### config.mk
export PLATFORM = sky130hd
export DESIGN_NAME = substring_replace_stream
export DESIGN_NICKNAME = d
export VERILOG_FILES = /design/src/sv/srs_pkg.sv /design/src/sv/srs_match.sv /design/src/sv/substring_replace_stream.sv
export SDC_FILE = /design/constraint.sdc
export NUM_CORES = 1
export LEC_CHECK = 0
export ABC_AREA = 1
export BUFFER_PORTS_ARGS = -buffer_cell sky130_fd_sc_hd__buf_2
export CORE_ASPECT_RATIO = 0.5
export CORE_UTILIZATION = 54
export DETAILED_ROUTE_END_ITERATION = 7
export HOLD_SLACK_MARGIN = 0.03
export PLACE_DENSITY = 0.8
export SYNTH_ARGS = -nofsm -noshare
export SYNTH_HDL_FRONTEND = slang
export SYNTH_SLANG_ARGS = --single-unit
### constraint.sdc
create_clock -name clk -period 15 [get_ports clk]
set_input_delay 2.25 -clock clk [delete_from_list [all_inputs] [get_ports clk]]
set_output_delay 2.25 -clock clk [all_outputs]
set_load 0.005 [all_outputs]
### src/sv/srs_pkg.sv
// Shared types and constants for the streaming substring replacement block.
package srs_pkg;

  localparam int MAX_PATTERN     = 8;
  localparam int MAX_REPLACEMENT = 8;
  localparam int BYTES_W         = 64;
  localparam int LEN_W           = 4;
  localparam int CFG_INDEX_W     = 3;

  localparam logic [CFG_INDEX_W-1:0] REG_PATTERN_BYTES      = 3'd0;
  localparam logic [CFG_INDEX_W-1:0] REG_PATTERN_LENGTH     = 3'd1;
  localparam logic [CFG_INDEX_W-1:0] REG_REPLACEMENT_BYTES  = 3'd2;
  localparam logic [CFG_INDEX_W-1:0] REG_REPLACEMENT_LENGTH = 3'd3;

  typedef struct packed {
    logic [7:0] in_byte;
    logic       in_last;
  } in_t;

  typedef struct packed {
    logic [7:0] out_byte;
    logic       out_has_byte;
    logic       out_last;
  } out_t;

  typedef struct packed {
    logic [BYTES_W-1:0] bytes;
    logic [LEN_W-1:0]   count;
    logic               has_byte;
    logic               last;
  } batch_t;

endpackage

### src/sv/srs_match.sv
// Pending byte window, pattern compare and result batch for one input byte.
module srs_match #(
  parameter int MaxPattern     = srs_pkg::MAX_PATTERN,
  parameter int MaxReplacement = srs_pkg::MAX_REPLACEMENT
) (
  input  logic                        clk,
  input  logic                        rst,
  input  logic                        take,
  input  srs_pkg::in_t                item,
  input  logic                        flush,
  input  logic [srs_pkg::BYTES_W-1:0] pattern_bytes,
  input  logic [srs_pkg::LEN_W-1:0]   pattern_length,
  input  logic [srs_pkg::BYTES_W-1:0] replacement_bytes,
  input  logic [srs_pkg::LEN_W-1:0]   replacement_length,
  output srs_pkg::batch_t             batch
);

  localparam int FillW = $clog2(MaxPattern + 1);
  localparam int IdxW  = (MaxPattern > 1) ? $clog2(MaxPattern) : 1;
  localparam logic [srs_pkg::LEN_W-1:0] PatMax = srs_pkg::LEN_W'(MaxPattern);
  localparam logic [srs_pkg::LEN_W-1:0] RepMax = srs_pkg::LEN_W'(MaxReplacement);

  logic [7:0]               window [MaxPattern];
  logic [7:0]               window_next [MaxPattern];
  logic [7:0]               merged [MaxPattern];
  logic [FillW-1:0]         fill;
  logic [FillW-1:0]         fill_next;
  logic [FillW-1:0]         slot;
  logic [srs_pkg::LEN_W-1:0] plen;
  logic [srs_pkg::LEN_W-1:0] rlen;
  logic [srs_pkg::LEN_W-1:0] new_fill;
  logic                     compare;
  logic                     match;
  logic [srs_pkg::BYTES_W-1:0] merged_flat;

  always_comb begin
    if (pattern_length == '0) begin
      plen = srs_pkg::LEN_W'(1);
    end else if (pattern_length > PatMax) begin
      plen = PatMax;
    end else begin
      plen = pattern_length;
    end
    rlen = (replacement_length > RepMax) ? RepMax : replacement_length;
  end

  always_comb begin
    slot = (srs_pkg::LEN_W'(fill) >= plen) ? '0 : fill;
    new_fill = srs_pkg::LEN_W'(slot) + srs_pkg::LEN_W'(1);
    compare = (new_fill == plen);
    merged_flat = '0;
    match = 1'b1;
    for (int i = 0; i < MaxPattern; i++) begin
      merged[i] = window[i];
    end
    merged[slot[IdxW-1:0]] = item.in_byte;
    for (int i = 0; i < MaxPattern; i++) begin
      merged_flat[8*i +: 8] = merged[i];
      if ((srs_pkg::LEN_W'(i) < plen) && (merged[i] != pattern_bytes[8*i +: 8])) begin
        match = 1'b0;
      end
    end
  end

  always_comb begin
    batch.bytes    = merged_flat;
    batch.count    = '0;
    batch.has_byte = 1'b1;
    batch.last     = item.in_last;
    fill_next      = FillW'(new_fill);
    for (int i = 0; i < MaxPattern; i++) begin
      window_next[i] = merged[i];
    end
    if (compare && match) begin
      batch.bytes = replacement_bytes;
      batch.count = rlen;
      fill_next   = '0;
    end else if (compare) begin
      batch.count = item.in_last ? plen : srs_pkg::LEN_W'(1);
      fill_next   = FillW'(plen - srs_pkg::LEN_W'(1));
      for (int i = 0; i < MaxPattern - 1; i++) begin
        window_next[i] = merged[i+1];
      end
    end else if (item.in_last) begin
      batch.count = new_fill;
    end
    if (item.in_last) begin
      fill_next = '0;
      if (batch.count == '0) begin
        batch.bytes    = '0;
        batch.count    = srs_pkg::LEN_W'(1);
        batch.has_byte = 1'b0;
      end
    end
  end

  always_ff @(posedge clk) begin
    if (rst || flush) begin
      fill <= '0;
    end else if (take) begin
      fill <= fill_next;
    end
  end

  always_ff @(posedge clk) begin
    if (take) begin
      for (int i = 0; i < MaxPattern; i++) begin
        window[i] <= window_next[i];
      end
    end
  end

endmodule

### src/sv/substring_replace_stream.sv
// Top level of the streaming substring find-and-replace block.
// Each accepted source byte is resolved in the same cycle against the pending
// window, and the result bytes it releases are loaded into the output register,
// which sends one result transaction per cycle while dst_stall is low. A new
// source byte is held off until the last result of the previous byte is being
// sent; a byte that releases several results (a replacement, or the flush of the
// window on the last byte) thus holds the channel, since the output register holds
// one batch. Configuration writes are always ready and should be made between
// strings; writing the pattern length drops any pending window bytes.
module substring_replace_stream #(
  parameter int MaxPattern     = srs_pkg::MAX_PATTERN,
  parameter int MaxReplacement = srs_pkg::MAX_REPLACEMENT
) (
  input  logic                            clk,
  input  logic                            rst,
  input  logic                            src_valid,
  output logic                            src_stall,
  input  srs_pkg::in_t                    src_data,
  output logic                            dst_valid,
  input  logic                            dst_stall,
  output srs_pkg::out_t                   dst_data,
  input  logic                            cfg_valid,
  output logic                            cfg_ready,
  input  logic [srs_pkg::CFG_INDEX_W-1:0] cfg_index,
  input  logic [srs_pkg::BYTES_W-1:0]     cfg_data
);

  logic [srs_pkg::BYTES_W-1:0] pattern_bytes;
  logic [srs_pkg::LEN_W-1:0]   pattern_length;
  logic [srs_pkg::BYTES_W-1:0] replacement_bytes;
  logic [srs_pkg::LEN_W-1:0]   replacement_length;

  logic [srs_pkg::BYTES_W-1:0] res_bytes;
  logic [srs_pkg::LEN_W-1:0]   res_count;
  logic                        res_has_byte;
  logic                        res_last;

  srs_pkg::batch_t batch;
  logic            cfg_write;
  logic            flush;
  logic            take_in;
  logic            take_out;
  logic            free;

  assign cfg_ready = 1'b1;
  assign cfg_write = cfg_valid && cfg_ready;
  assign flush     = cfg_write && (cfg_index == srs_pkg::REG_PATTERN_LENGTH);

  always_ff @(posedge clk) begin
    if (rst) begin
      pattern_bytes      <= '0;
      pattern_length     <= srs_pkg::LEN_W'(1);
      replacement_bytes  <= '0;
      replacement_length <= '0;
    end else if (cfg_write) begin
      case (cfg_index)
        srs_pkg::REG_PATTERN_BYTES:      pattern_bytes      <= cfg_data;
        srs_pkg::REG_PATTERN_LENGTH:     pattern_length     <= cfg_data[srs_pkg::LEN_W-1:0];
        srs_pkg::REG_REPLACEMENT_BYTES:  replacement_bytes  <= cfg_data;
        srs_pkg::REG_REPLACEMENT_LENGTH: replacement_length <= cfg_data[srs_pkg::LEN_W-1:0];
        default: ;
      endcase
    end
  end

  assign dst_valid = (res_count != '0);
  assign take_out  = dst_valid && !dst_stall;
  assign free      = (res_count == '0) || ((res_count == srs_pkg::LEN_W'(1)) && take_out);
  assign src_stall = !free;
  assign take_in   = src_valid && free;

  assign dst_data.out_byte     = res_bytes[7:0];
  assign dst_data.out_has_byte = res_has_byte;
  assign dst_data.out_last     = res_last && (res_count == srs_pkg::LEN_W'(1));

  srs_match #(
    .MaxPattern     (MaxPattern),
    .MaxReplacement (MaxReplacement)
  ) u_match (
    .clk                (clk),
    .rst                (rst),
    .take               (take_in),
    .item               (src_data),
    .flush              (flush),
    .pattern_bytes      (pattern_bytes),
    .pattern_length     (pattern_length),
    .replacement_bytes  (replacement_bytes),
    .replacement_length (replacement_length),
    .batch              (batch)
  );

  always_ff @(posedge clk) begin
    if (rst) begin
      res_count <= '0;
    end else if (take_in) begin
      res_count <= batch.count;
    end else if (take_out) begin
      res_count <= res_count - srs_pkg::LEN_W'(1);
    end
  end

  always_ff @(posedge clk) begin
    if (take_in) begin
      res_bytes    <= batch.bytes;
      res_has_byte <= batch.has_byte;
      res_last     <= batch.last;
    end else if (take_out) begin
      res_bytes <= {8'd0, res_bytes[srs_pkg::BYTES_W-1:8]};
    end
  end

endmodule
==> Word-level counts from Yosys, hierarchy flattened <==
Memories as Yosys holds them, arrays and structs flattened.
Cells that the tools add are included.
{ "classes": {"add_sub_neg": 3, "n_mul": 0, "div": 0, "order_cmp": 13, "n_eq_ne": 13, "shift": 0, "muxes": 33, "n_bitwise": 1, "n_reduce_logical": 29} }
{ "ops": {"columns": ["op", "count"], "rows": [
  ["two-way mux 64 bit", 3],
  ["two-way mux 69 bit", 2],
  ["two-way mux 56 bit", 2],
  ["bitwise mux 64 bit", 1],
  ["inequality test 8 bit", 8],
  ["two-way mux 4 bit", 13],
  ["demux 8 bit (select 3 bit)", 1],
  ["< comparator 3 x 4 -> 1 bit (first input constant)", 4],
  ["logical AND 1 bit", 15],
  ["logical NOT 4 bit", 3],
  ["two-way mux 1 bit", 10],
  ["> comparator 4 bit (second input constant)", 2],
  ["< comparator 1 x 4 -> 1 bit (first input constant)", 2],
  ["< comparator 2 x 4 -> 1 bit (first input constant)", 2],
  ["two-way mux 8 bit", 1],
  ["AND reduction 2 bit", 4],
  ["subtractor 4 x 1 -> 4 bit (second input constant)", 2],
  ["== test 3 x 2 -> 1 bit (second input constant)", 2],
  ["adder 4 x 1 -> 4 bit (second input constant)", 1],
  ["== test 4 x 1 -> 1 bit (second input constant)", 1],
  ["== test 4 bit", 1],
  [">= comparator 4 bit", 1],
  [">= comparator 4 bit (second input constant)", 1],
  ["< comparator 4 x 1 -> 1 bit (second input constant)", 1],
  ["7 further kinds", 9]
]} }
{ "word_totals": {"ff_bits": 210, "latchBits": 0, "ram_bits": 64, "mem_bits_ro": 0, "inputBits": 81, "output_inout_bits": 13, "wordCells": 102, "memories": 1} }
{ "mem_list": {"columns": ["memory", "depth", "word_bits", "read_ports", "rd_ports_with_merged_regs", "wr", "line", "text"], "rows": [
  ["u_match.window", 8, 8, 8, 0, 8, "srs_match.sv:23", "logic [7:0] window [MaxPattern];"]
]} }

==> Longest topological paths before layout <==
Gate-level depths: netlist of the first run.
{ "logic_depth": {"ltp_word": 27, "depth_mapped": 32, "mapped_depth_nobuf": 31} }

==> Hierarchy <==
Synthesis of the first run repeated with hierarchy kept, for this count alone.
{ "unflattened": {"hier_cells": 2178, "area_unflattened_um2": 15536.2} }
{ "modules_own_cells": {"columns": ["module", "n_inst", "cells_per_inst", "area_each_um2", "seq_area_each_um2"], "rows": [
  ["substring_replace_stream", 1, 927, 7907.6, 4784.6],
  ["srs_match", 1, 1251, 7628.6, 2001.9]
]} }

==> Least setup slack after synthesis of the first run <==
No wires, ideal clock.
{ "synth_timing": {"path_kind": "in2reg", "start": "input dst_stall", "end": "register res_bytes[0] (netlist name) (enable)", "setup_ns": 0.418, "arrival_ns": 6.372, "required_ns": 14.582, "slack_ns": 8.210, "stages": 6, "n_path_buf": 1, "path_cell_list": "o21ai_0 > nand2_1 > inv_1 > clkbuf_1 > nor2_1 > inv_1"} }
{ "synth_between": {"elab_chain_cells": 6} }
{ "synth_lines": {"columns": ["element", "line", "text"], "rows": [
  ["start, declared", "substring_replace_stream.sv:20", "input logic dst_stall,"],
  ["logical NOT 1 bit", "substring_replace_stream.sv:67", "assign take_out = dst_valid && !dst_stall;"],
  ["logical AND 1 bit", "substring_replace_stream.sv:67", null],
  ["logical AND 1 bit", "substring_replace_stream.sv:68", "assign free = (res_count == '0) || ((res_count == srs_pkg::LEN_W'(1)) && take_out);"],
  ["logical OR 1 bit", "substring_replace_stream.sv:68", null],
  ["logical AND 1 bit", "substring_replace_stream.sv:70", "assign take_in = src_valid && free;"],
  ["net take_in", "substring_replace_stream.sv:41", "logic take_in;"],
  ["nonzero test 2 bit (no line)", null, null],
  ["end signal, assigned", "substring_replace_stream.sv:104", "res_bytes <= batch.bytes;"],
  ["end signal, assigned", "substring_replace_stream.sv:108", "res_bytes <= {8'd0, res_bytes[srs_pkg::BYTES_W-1:8]};"],
  ["end, declared", "substring_replace_stream.sv:33", "logic [srs_pkg::BYTES_W-1:0] res_bytes;"]
]} }
The timed path passes the listed nets, and every way through them passes these cells.
A chain may end at the register's enable or synchronous reset.

==> Worst setup path after layout of the first run <==
{ "layout_timing": {"start": "register u_match.fill[0]", "end": "register res_bytes[7] (netlist name), data pin"} }
{ "layout_between": {"elab_chain_cells": 24, "word_cells_on_any_way": 44, "classes_between": "add/sub: 1; order compare: 3; eq/ne: 9; mux: 19; bitwise: 1; reduce/logical: 11"} }
{ "layout_lines": {"columns": ["element", "line", "text"], "rows": [
  ["start, declared", "srs_match.sv:26", "logic [FillW-1:0] fill;"],
  ["start signal, assigned", "srs_match.sv:101", "fill <= fill_next;"],
  [">= comparator 4 bit", "srs_match.sv:48", "slot = (srs_pkg::LEN_W'(fill) >= plen) ? '0 : fill;"],
  ["two-way mux 4 bit (*)", "srs_match.sv:48", null],
  ["inverter 3 -> 4 bit (not written as such)", "srs_match.sv:56", "merged[slot[IdxW-1:0]] = item.in_byte;"],
  [">= comparator 4 bit (not written as such) / < comparator 4 x 1 -> 1 bit (equally long branches)", "srs_match.sv:56", null],
  ["logical AND 1 bit (not written as such)", "srs_match.sv:56", null],
  ["two-way mux 8 bit (not written as such)", "srs_match.sv:56", null],
  ["demux 8 bit (select 3 bit)", "srs_match.sv:56", null],
  ["bitwise mux 64 bit", "srs_match.sv:56", null],
  ["inequality test 8 bit", "srs_match.sv:59", "if ((srs_pkg::LEN_W'(i) < plen) && (merged[i] != pattern_bytes[8*i +: 8])) begin"],
  ["logical AND 1 bit", "srs_match.sv:59", null],
  ["two-way mux 1 bit (8 in series)", "srs_match.sv:59", null],
  ["logical AND 1 bit", "srs_match.sv:74", "if (compare && match) begin"],
  ["two-way mux 4 bit", "srs_match.sv:74", null],
  ["logical NOT 4 bit", "srs_match.sv:89", "if (batch.count == '0) begin"],
  ["two-way mux 69 bit", "srs_match.sv:89", null],
  ["two-way mux 69 bit (*)", "srs_match.sv:87", "if (item.in_last) begin"],
  ["two-way mux 64 bit (*)", "substring_replace_stream.sv:103", "if (take_in) begin"]
]} }
Every way passes the cells marked *; elsewhere a longest branch is shown, timed or not.

==> results.py, run 1 <==
metrics = {
    "outcome": {
        "status": "finished clean",
    },
    "synth": {
        "synth_area_mm2": 0.01438,
        "synthFlopType": "dfxtp_1",
        "ys_seq_area_frac": 0.4719,
        "synth_area_leaders": "edfxtp_1, dfxtp_1, nand2_1",
        "ys_warn_count": 0,
        "synth.avg_cell_area_um2": 7.533,
        "synthCells": 1909,
        "synthArstFlopShare": 0,
        "synth-edff-count": 130,
        "ys_types": 39,
        "synth_nets": 2000,
        "ys_ff_latch": 274,
        "yosys.area.top_type": "edfxtp_1",
        "synth_top_cell_area_share": 0.2715,
    },
    "sta": {
        "finalMaxSlewViolations": 0,
        "hold_viol_final": 0,
        "max_freq_ghz": 0.1484,
        "rsz0062_at_grt": "false",
        "min_period_over_period": 0.4491,
        "finalCriticalPeriod_ps": 6736,
        "finalSetupViolCount": 0,
        "worst_pin_slew_ps": 991.8,
        "tns_ps": 0,
        "maxSlewHeadroom": 0.3388,
        "finClkSkew_ps": 12.47,
    },
    "setup_path": {
        "cpMostUsedCell": "nand2_1",
        "rr_startpoint": "u_match.fill[0]",
        "path_class": "flip-flop to flip-flop",
        "r2r_cells": 28,
        "worstPathArrival_ps": 7100,
        "r2r-end": "res_bytes[7]",
        "endpoint_kind": "flip-flop",
        "r2r_setup_slack_ps": 8260,
        "start_kind": "flip-flop",
        "critPathMaxFanout": 49,
        "worst_path_max_delay_cell": "nor2_2",
        "max_stage_delay_ps": 670,
        "worst_ep_required_time_ps": 15370,
    },
    "hold_path": {
        "holdPathStages": 2,
        "min_from": "replacement_length[1]",
        "hold_class": "flip-flop to flip-flop",
        "holdPathEnd": "replacement_length[1]",
    },
    "power_and_ir_drop": {
        "vdd_drop_max_mv": 0.09546,
        "leakage_nw": 6.903,
        "powerDensity_mw_per_mm2": 180.4,
    },
    "route": {
        "wl_per_cell_um": 18.51,
        "antenna_left": 0,
        "vias": 13360,
        "wl_um": 42310,
        "initialDrtViolationCount": 1842,
        "via_per_inst": 5.844,
        "dr.pass1.iters": 6,
        "drcViolationCount": 0,
    },
    "global_routing": {
        "antenna_found_initial": 1,
        "grt_pass1_vias": 12410,
        "overflow": 0,
        "grt.total_usage": 0.3096,
        "grt_max_degree": 87,
        "grt_pass1_wl_um": 67060,
    },
    "clocking": {
        "clock-sinks": 274,
        "path_clk_slew_ps": 70,
        "clock_path_buffers": 3,
        "cts_root_buf": "clkbuf_16",
        "cts-htree-levels": 1,
        "ctsResizeCount": 0,
        "cts_tree": "built",
        "cts_setup_buffers": 0,
        "clock_latency_ps": 550,
        "ctsHoldBuffers": 0,
        "cts_buffers": 26,
    },
    "place": {
        "dp_cells": 2237,
        "hpwl_um": 27600,
        "port_buffers": 92,
        "gp_congestion": 0.9099,
    },
    "floorplan": {
        "start_util": 0.5606,
        "row_count": 41,
        "die_h_um": 117.4,
        "coreArea_mm2": 0.02565,
        "die-area_mm2": 0.02733,
        "die_w_um": 232.8,
        "num_io_pins": 94,
    },
    "layout": {
        "syn2layout_area_growth_pct": 9.032,
        "fillers": 2258,
        "instances_no_fill": 2286,
        "final_cell_mix": "nand2_1, o21ai_0, nand3_1, nor2_1, inv_1",
        "finalNetCount": 2012,
        "drive_gt1_frac": 0.09222,
        "final_common_cell": "nand2_1",
    },
    "flow_run": {
        "maxCapViolations": 0,
    },
}
sequential cells by signal (all words and copies together), names as in the netlist:
name	flops
pattern_bytes	64
pattern_length	4
replacement_bytes	64
replacement_length	4
res_bytes	64
res_count	4
res_has_byte	1
res_last	1
u_match.fill	4
u_match.window	64
logic make-up after synthesis:
logic type                 share of synthesized area
AOI/OAI and AO/OA                             0.1685
adders and majority gates                   0.008701
other                                      0.0002608
xor gates and xnor gates                    0.003568
and+or+nand+nor                               0.2522
buffers and inverters                        0.09484
DFF                                           0.4719
Yosys cell counts, types with 3 or more instances:
cell / count
a21oi_1: 133
a22o_1: 39
buf_1: 3
buf_2: 21
buf_4: 16
buf_6: 11
clkbuf_1: 68
dfxtp_1: 144
edfxtp_1: 130
ha_1: 10
inv_1: 192
inv_2: 4
nand2_1: 391
nand2_2: 9
nand2_4: 3
nand3_1: 225
nor2_1: 208
nor3_1: 5
o211ai_1: 5
o21ai_0: 250
o21ai_1: 16
worst max-delay path: cells and delay by family, from the launching register on:
family | cells | cell delay (ps)
buffers and inverters | 4 | 940
and+or+nand+nor | 22 | 4460
AOI/OAI and AO/OA | 1 | 370
adders and majority gates | 1 | 420
DFF | 1 | 330
worst max-delay path by stage:
stage	from	endpoint	slack [ps]
finish	u_match.fill[0]	res_bytes[7]	8260
floorplan	dst_stall	res_bytes[0]	8210
global route	u_match.fill[0]	res_bytes[7]	7750
global placement	u_match.fill[0]	res_bytes[7]	8720
CTS	u_match.fill[0]	res_bytes[7]	8440
detailed placement	u_match.fill[0]	res_bytes[7]	8440
where the power goes:
| group | total [mW] | switching, mW | internal [mW] |
|---|---|---|---|
| logic | 0.960 | 0.664 | 0.296 |
| registers | 1.16 | 0.0731 | 1.09 |
| clock network | 0.710 | 0.298 | 0.412 |
stage by stage:
stage,worst slack (ps),hold slack [ps],cell area (um2),util,power [mW]
floorplan,8210,430.3,14380,-,1.854
global placement,8723,446.4,14770,0.5759,2.078
detailed placement,8437,453.8,14770,0.5759,2.103
CTS,8442,464.2,15680,0.6112,2.802
global route,7754,481.9,15680,0.6113,2.976
finish,8264,464.5,15680,0.6113,2.828
final cells by class:
type                       count  area, um2  area share
sequential                   274       6787      0.4328
tap                          344      430.4     0.02745
multi-input combinational   1317       6257      0.3991
clock inverter                 9      122.6    0.007821
antenna                        1      2.502   0.0001596
inverter                     198      747.0     0.04764
timing repair buffer         104      550.5     0.03511
clock buffer                  39      782.0     0.04988
metal layers:
| metal | part of all wire | wire, um | track usage |
|---|---|---|---|
| met2 | 0.43 | 18310 | 0.4706 |
| met3 | 0.11 | 4444 | 0.05666 |
| met5 | 0 | 0 | 0 |
| met1 | 0.43 | 18060 | 0.4415 |
| met4 | 0.035 | 1494 | 0.1078 |
No activity file was read; power rests on OpenSTA's default activity.
==> run 2, diff against run 1 <==
--- a/config.mk
+++ b/config.mk
@@ -11,7 +11,7 @@
 export CORE_UTILIZATION = 54
 export DETAILED_ROUTE_END_ITERATION = 7
 export HOLD_SLACK_MARGIN = 0.03
-export PLACE_DENSITY = 0.8
+export PLACE_DENSITY = 0.83
 export SYNTH_ARGS = -nofsm -noshare
 export SYNTH_HDL_FRONTEND = slang
 export SYNTH_SLANG_ARGS = --single-unit
==> constraint.sdc (replaced) <==
create_clock -name clk -period 5.9 [get_ports clk]
set_input_delay 0.885 -clock clk [delete_from_list [all_inputs] [get_ports clk]]
set_output_delay 0.885 -clock clk [all_outputs]
set_load 0.005 [all_outputs]
==> results.py, run 2 (synthesis results as in run 1) <==
metrics = {
    "place": {
        "place_ws_ps": 794.3,
        "gp_congestion": 0.9201,
        "port_buffers": 92,
        "hpwl_um": 26760,
    },
    "setup_path": {
        "critPathMaxFanout": 129,
        "path_class": "flip-flop to flip-flop",
        "worst_path_max_delay_cell": "nor2_2",
        "cpMostUsedCell": "nand2_1",
        "max_stage_delay_ps": 570,
        "r2r_cells": 28,
        "worst_ep_required_time_ps": 6170,
        "rr_startpoint": "pattern_length[1]",
        "r2r_setup_slack_ps": 650,
        "endpoint_kind": "flip-flop",
        "start_kind": "flip-flop",
        "worstPathArrival_ps": 5520,
        "r2r-end": "u_match.window[1][19]",
    },
    "sta": {
        "finClkSkew_ps": 24.94,
        "finalSetupViolCount": 0,
        "maxSlewHeadroom": 0.3244,
        "finalMaxSlewViolations": 0,
        "min_period_over_period": 0.8899,
        "finalCriticalPeriod_ps": 5250,
        "worst_pin_slew_ps": 1013,
        "hold_viol_final": 0,
        "fin_ws_ps": 649.9,
        "tns_ps": 0,
        "max_freq_ghz": 0.1905,
        "rsz0062_at_grt": "false",
    },
    "layout": {
        "syn2layout_area_growth_pct": 8.762,
        "drive_gt1_frac": 0.09208,
        "antenna_cells": 0,
        "final_cell_mix": "nand2_1, o21ai_0, nand3_1, nor2_1, inv_1",
        "finalNetCount": 2016,
        "final_common_cell": "nand2_1",
    },
    "route": {
        "vias": 13330,
        "wl_um": 41470,
        "via_per_inst": 5.826,
        "initialDrtViolationCount": 1710,
        "wl_per_cell_um": 18.13,
        "dr.pass1.iters": 6,
        "drcViolationCount": 0,
        "antenna_left": 0,
    },
    "hold_path": {
        "hold_class": "flip-flop to flip-flop",
        "min_from": "replacement_length[2]",
        "holdPathStages": 2,
        "holdPathEnd": "replacement_length[2]",
    },
    "flow_run": {
        "maxCapViolations": 0,
    },
    "floorplan": {
        "coreArea_mm2": 0.02565,
        "die_h_um": 117.4,
        "die_w_um": 232.8,
        "start_util": 0.5606,
        "die-area_mm2": 0.02733,
        "row_count": 41,
        "num_io_pins": 94,
    },
    "global_routing": {
        "grt_pass1_wl_um": 65340,
        "grt_pass1_vias": 12160,
        "grt_max_degree": 130,
        "grt.total_usage": 0.3015,
        "overflow": 0,
        "antenna_found_initial": 0,
    },
    "clocking": {
        "clock_latency_ps": 550,
        "clock_path_buffers": 3,
        "cts_tree": "built",
        "ctsResizeCount": 0,
        "cts_root_buf": "clkbuf_16",
        "ctsHoldBuffers": 0,
        "path_clk_slew_ps": 70,
        "cts_setup_buffers": 0,
        "cts-htree-levels": 1,
        "cts_buffers": 25,
        "clock-sinks": 274,
    },
    "power_and_ir_drop": {
        "vdd_drop_max_mv": 0.2272,
        "leakage_nw": 6.888,
        "powerDensity_mw_per_mm2": 449.2,
    },
    "outcome": {
        "status": "finished clean",
    },
}
[run 2: how the worst max path moves through the flow]
stage,end,from
finish,u_match.window[1][19],pattern_length[1]
global placement,res_bytes[6],pattern_length[1]
detailed placement,res_bytes[7],pattern_length[1]
global route,res_bytes[3],pattern_length[2]
floorplan,res_bytes[0],dst_stall
CTS,res_bytes[7],pattern_length[1]
[run 2: cell type report]
class / instances / area [um2]
clock buffer: 37 / 700.7
clock inverter: 9 / 105.1
fill: 2295 / 10010
inverter: 198 / 747.0
multi-input combinational: 1317 / 6257
sequential: 274 / 6787
tap: 344 / 430.4
timing repair buffer: 109 / 613.1
[run 2: critical path, delay by kind of cell (launching register included)]
family          cells  cell delay, ps
compound gates      2             500
fa+ha+maj           1             320
buf+inv             4             730
flops               1             340
simple gates       21            2910
[run 2: metal layers]
| layer | share of wire | track usage | up-vias |
|---|---|---|---|
| met5 | 0 | 0 | - |
| met4 | 0.033 | 0.1017 | 0 |
| met3 | 0.098 | 0.04061 | 102 |
| met2 | 0.44 | 0.4661 | 703 |
| met1 | 0.42 | 0.4336 | 6125 |
| li1 | - | - | 6400 |
[run 2: where the power goes]
part	internal, mW	switching (mW)
Clock	0.915	0.730
Sequential	2.76	0.192
Combinational	0.767	1.66
Total	4.44	2.59
[run 2: metrics by stage]
stage | power [mW] | utilization | hold WS, ps | area [um2] | std cells
after floorplan | 4.713 | - | 430.3 | 14380 | 1909
final | 7.026 | 0.6098 | 458.3 | 15640 | 2288
after global placement | 5.281 | 0.5783 | 443.1 | 14830 | 2242
after CTS | 6.983 | 0.6098 | 454.7 | 15640 | 2288
after global routing | 7.422 | 0.6098 | 490.1 | 15640 | 2288
after detailed placement | 5.352 | 0.5783 | 445.2 | 14830 | 2242
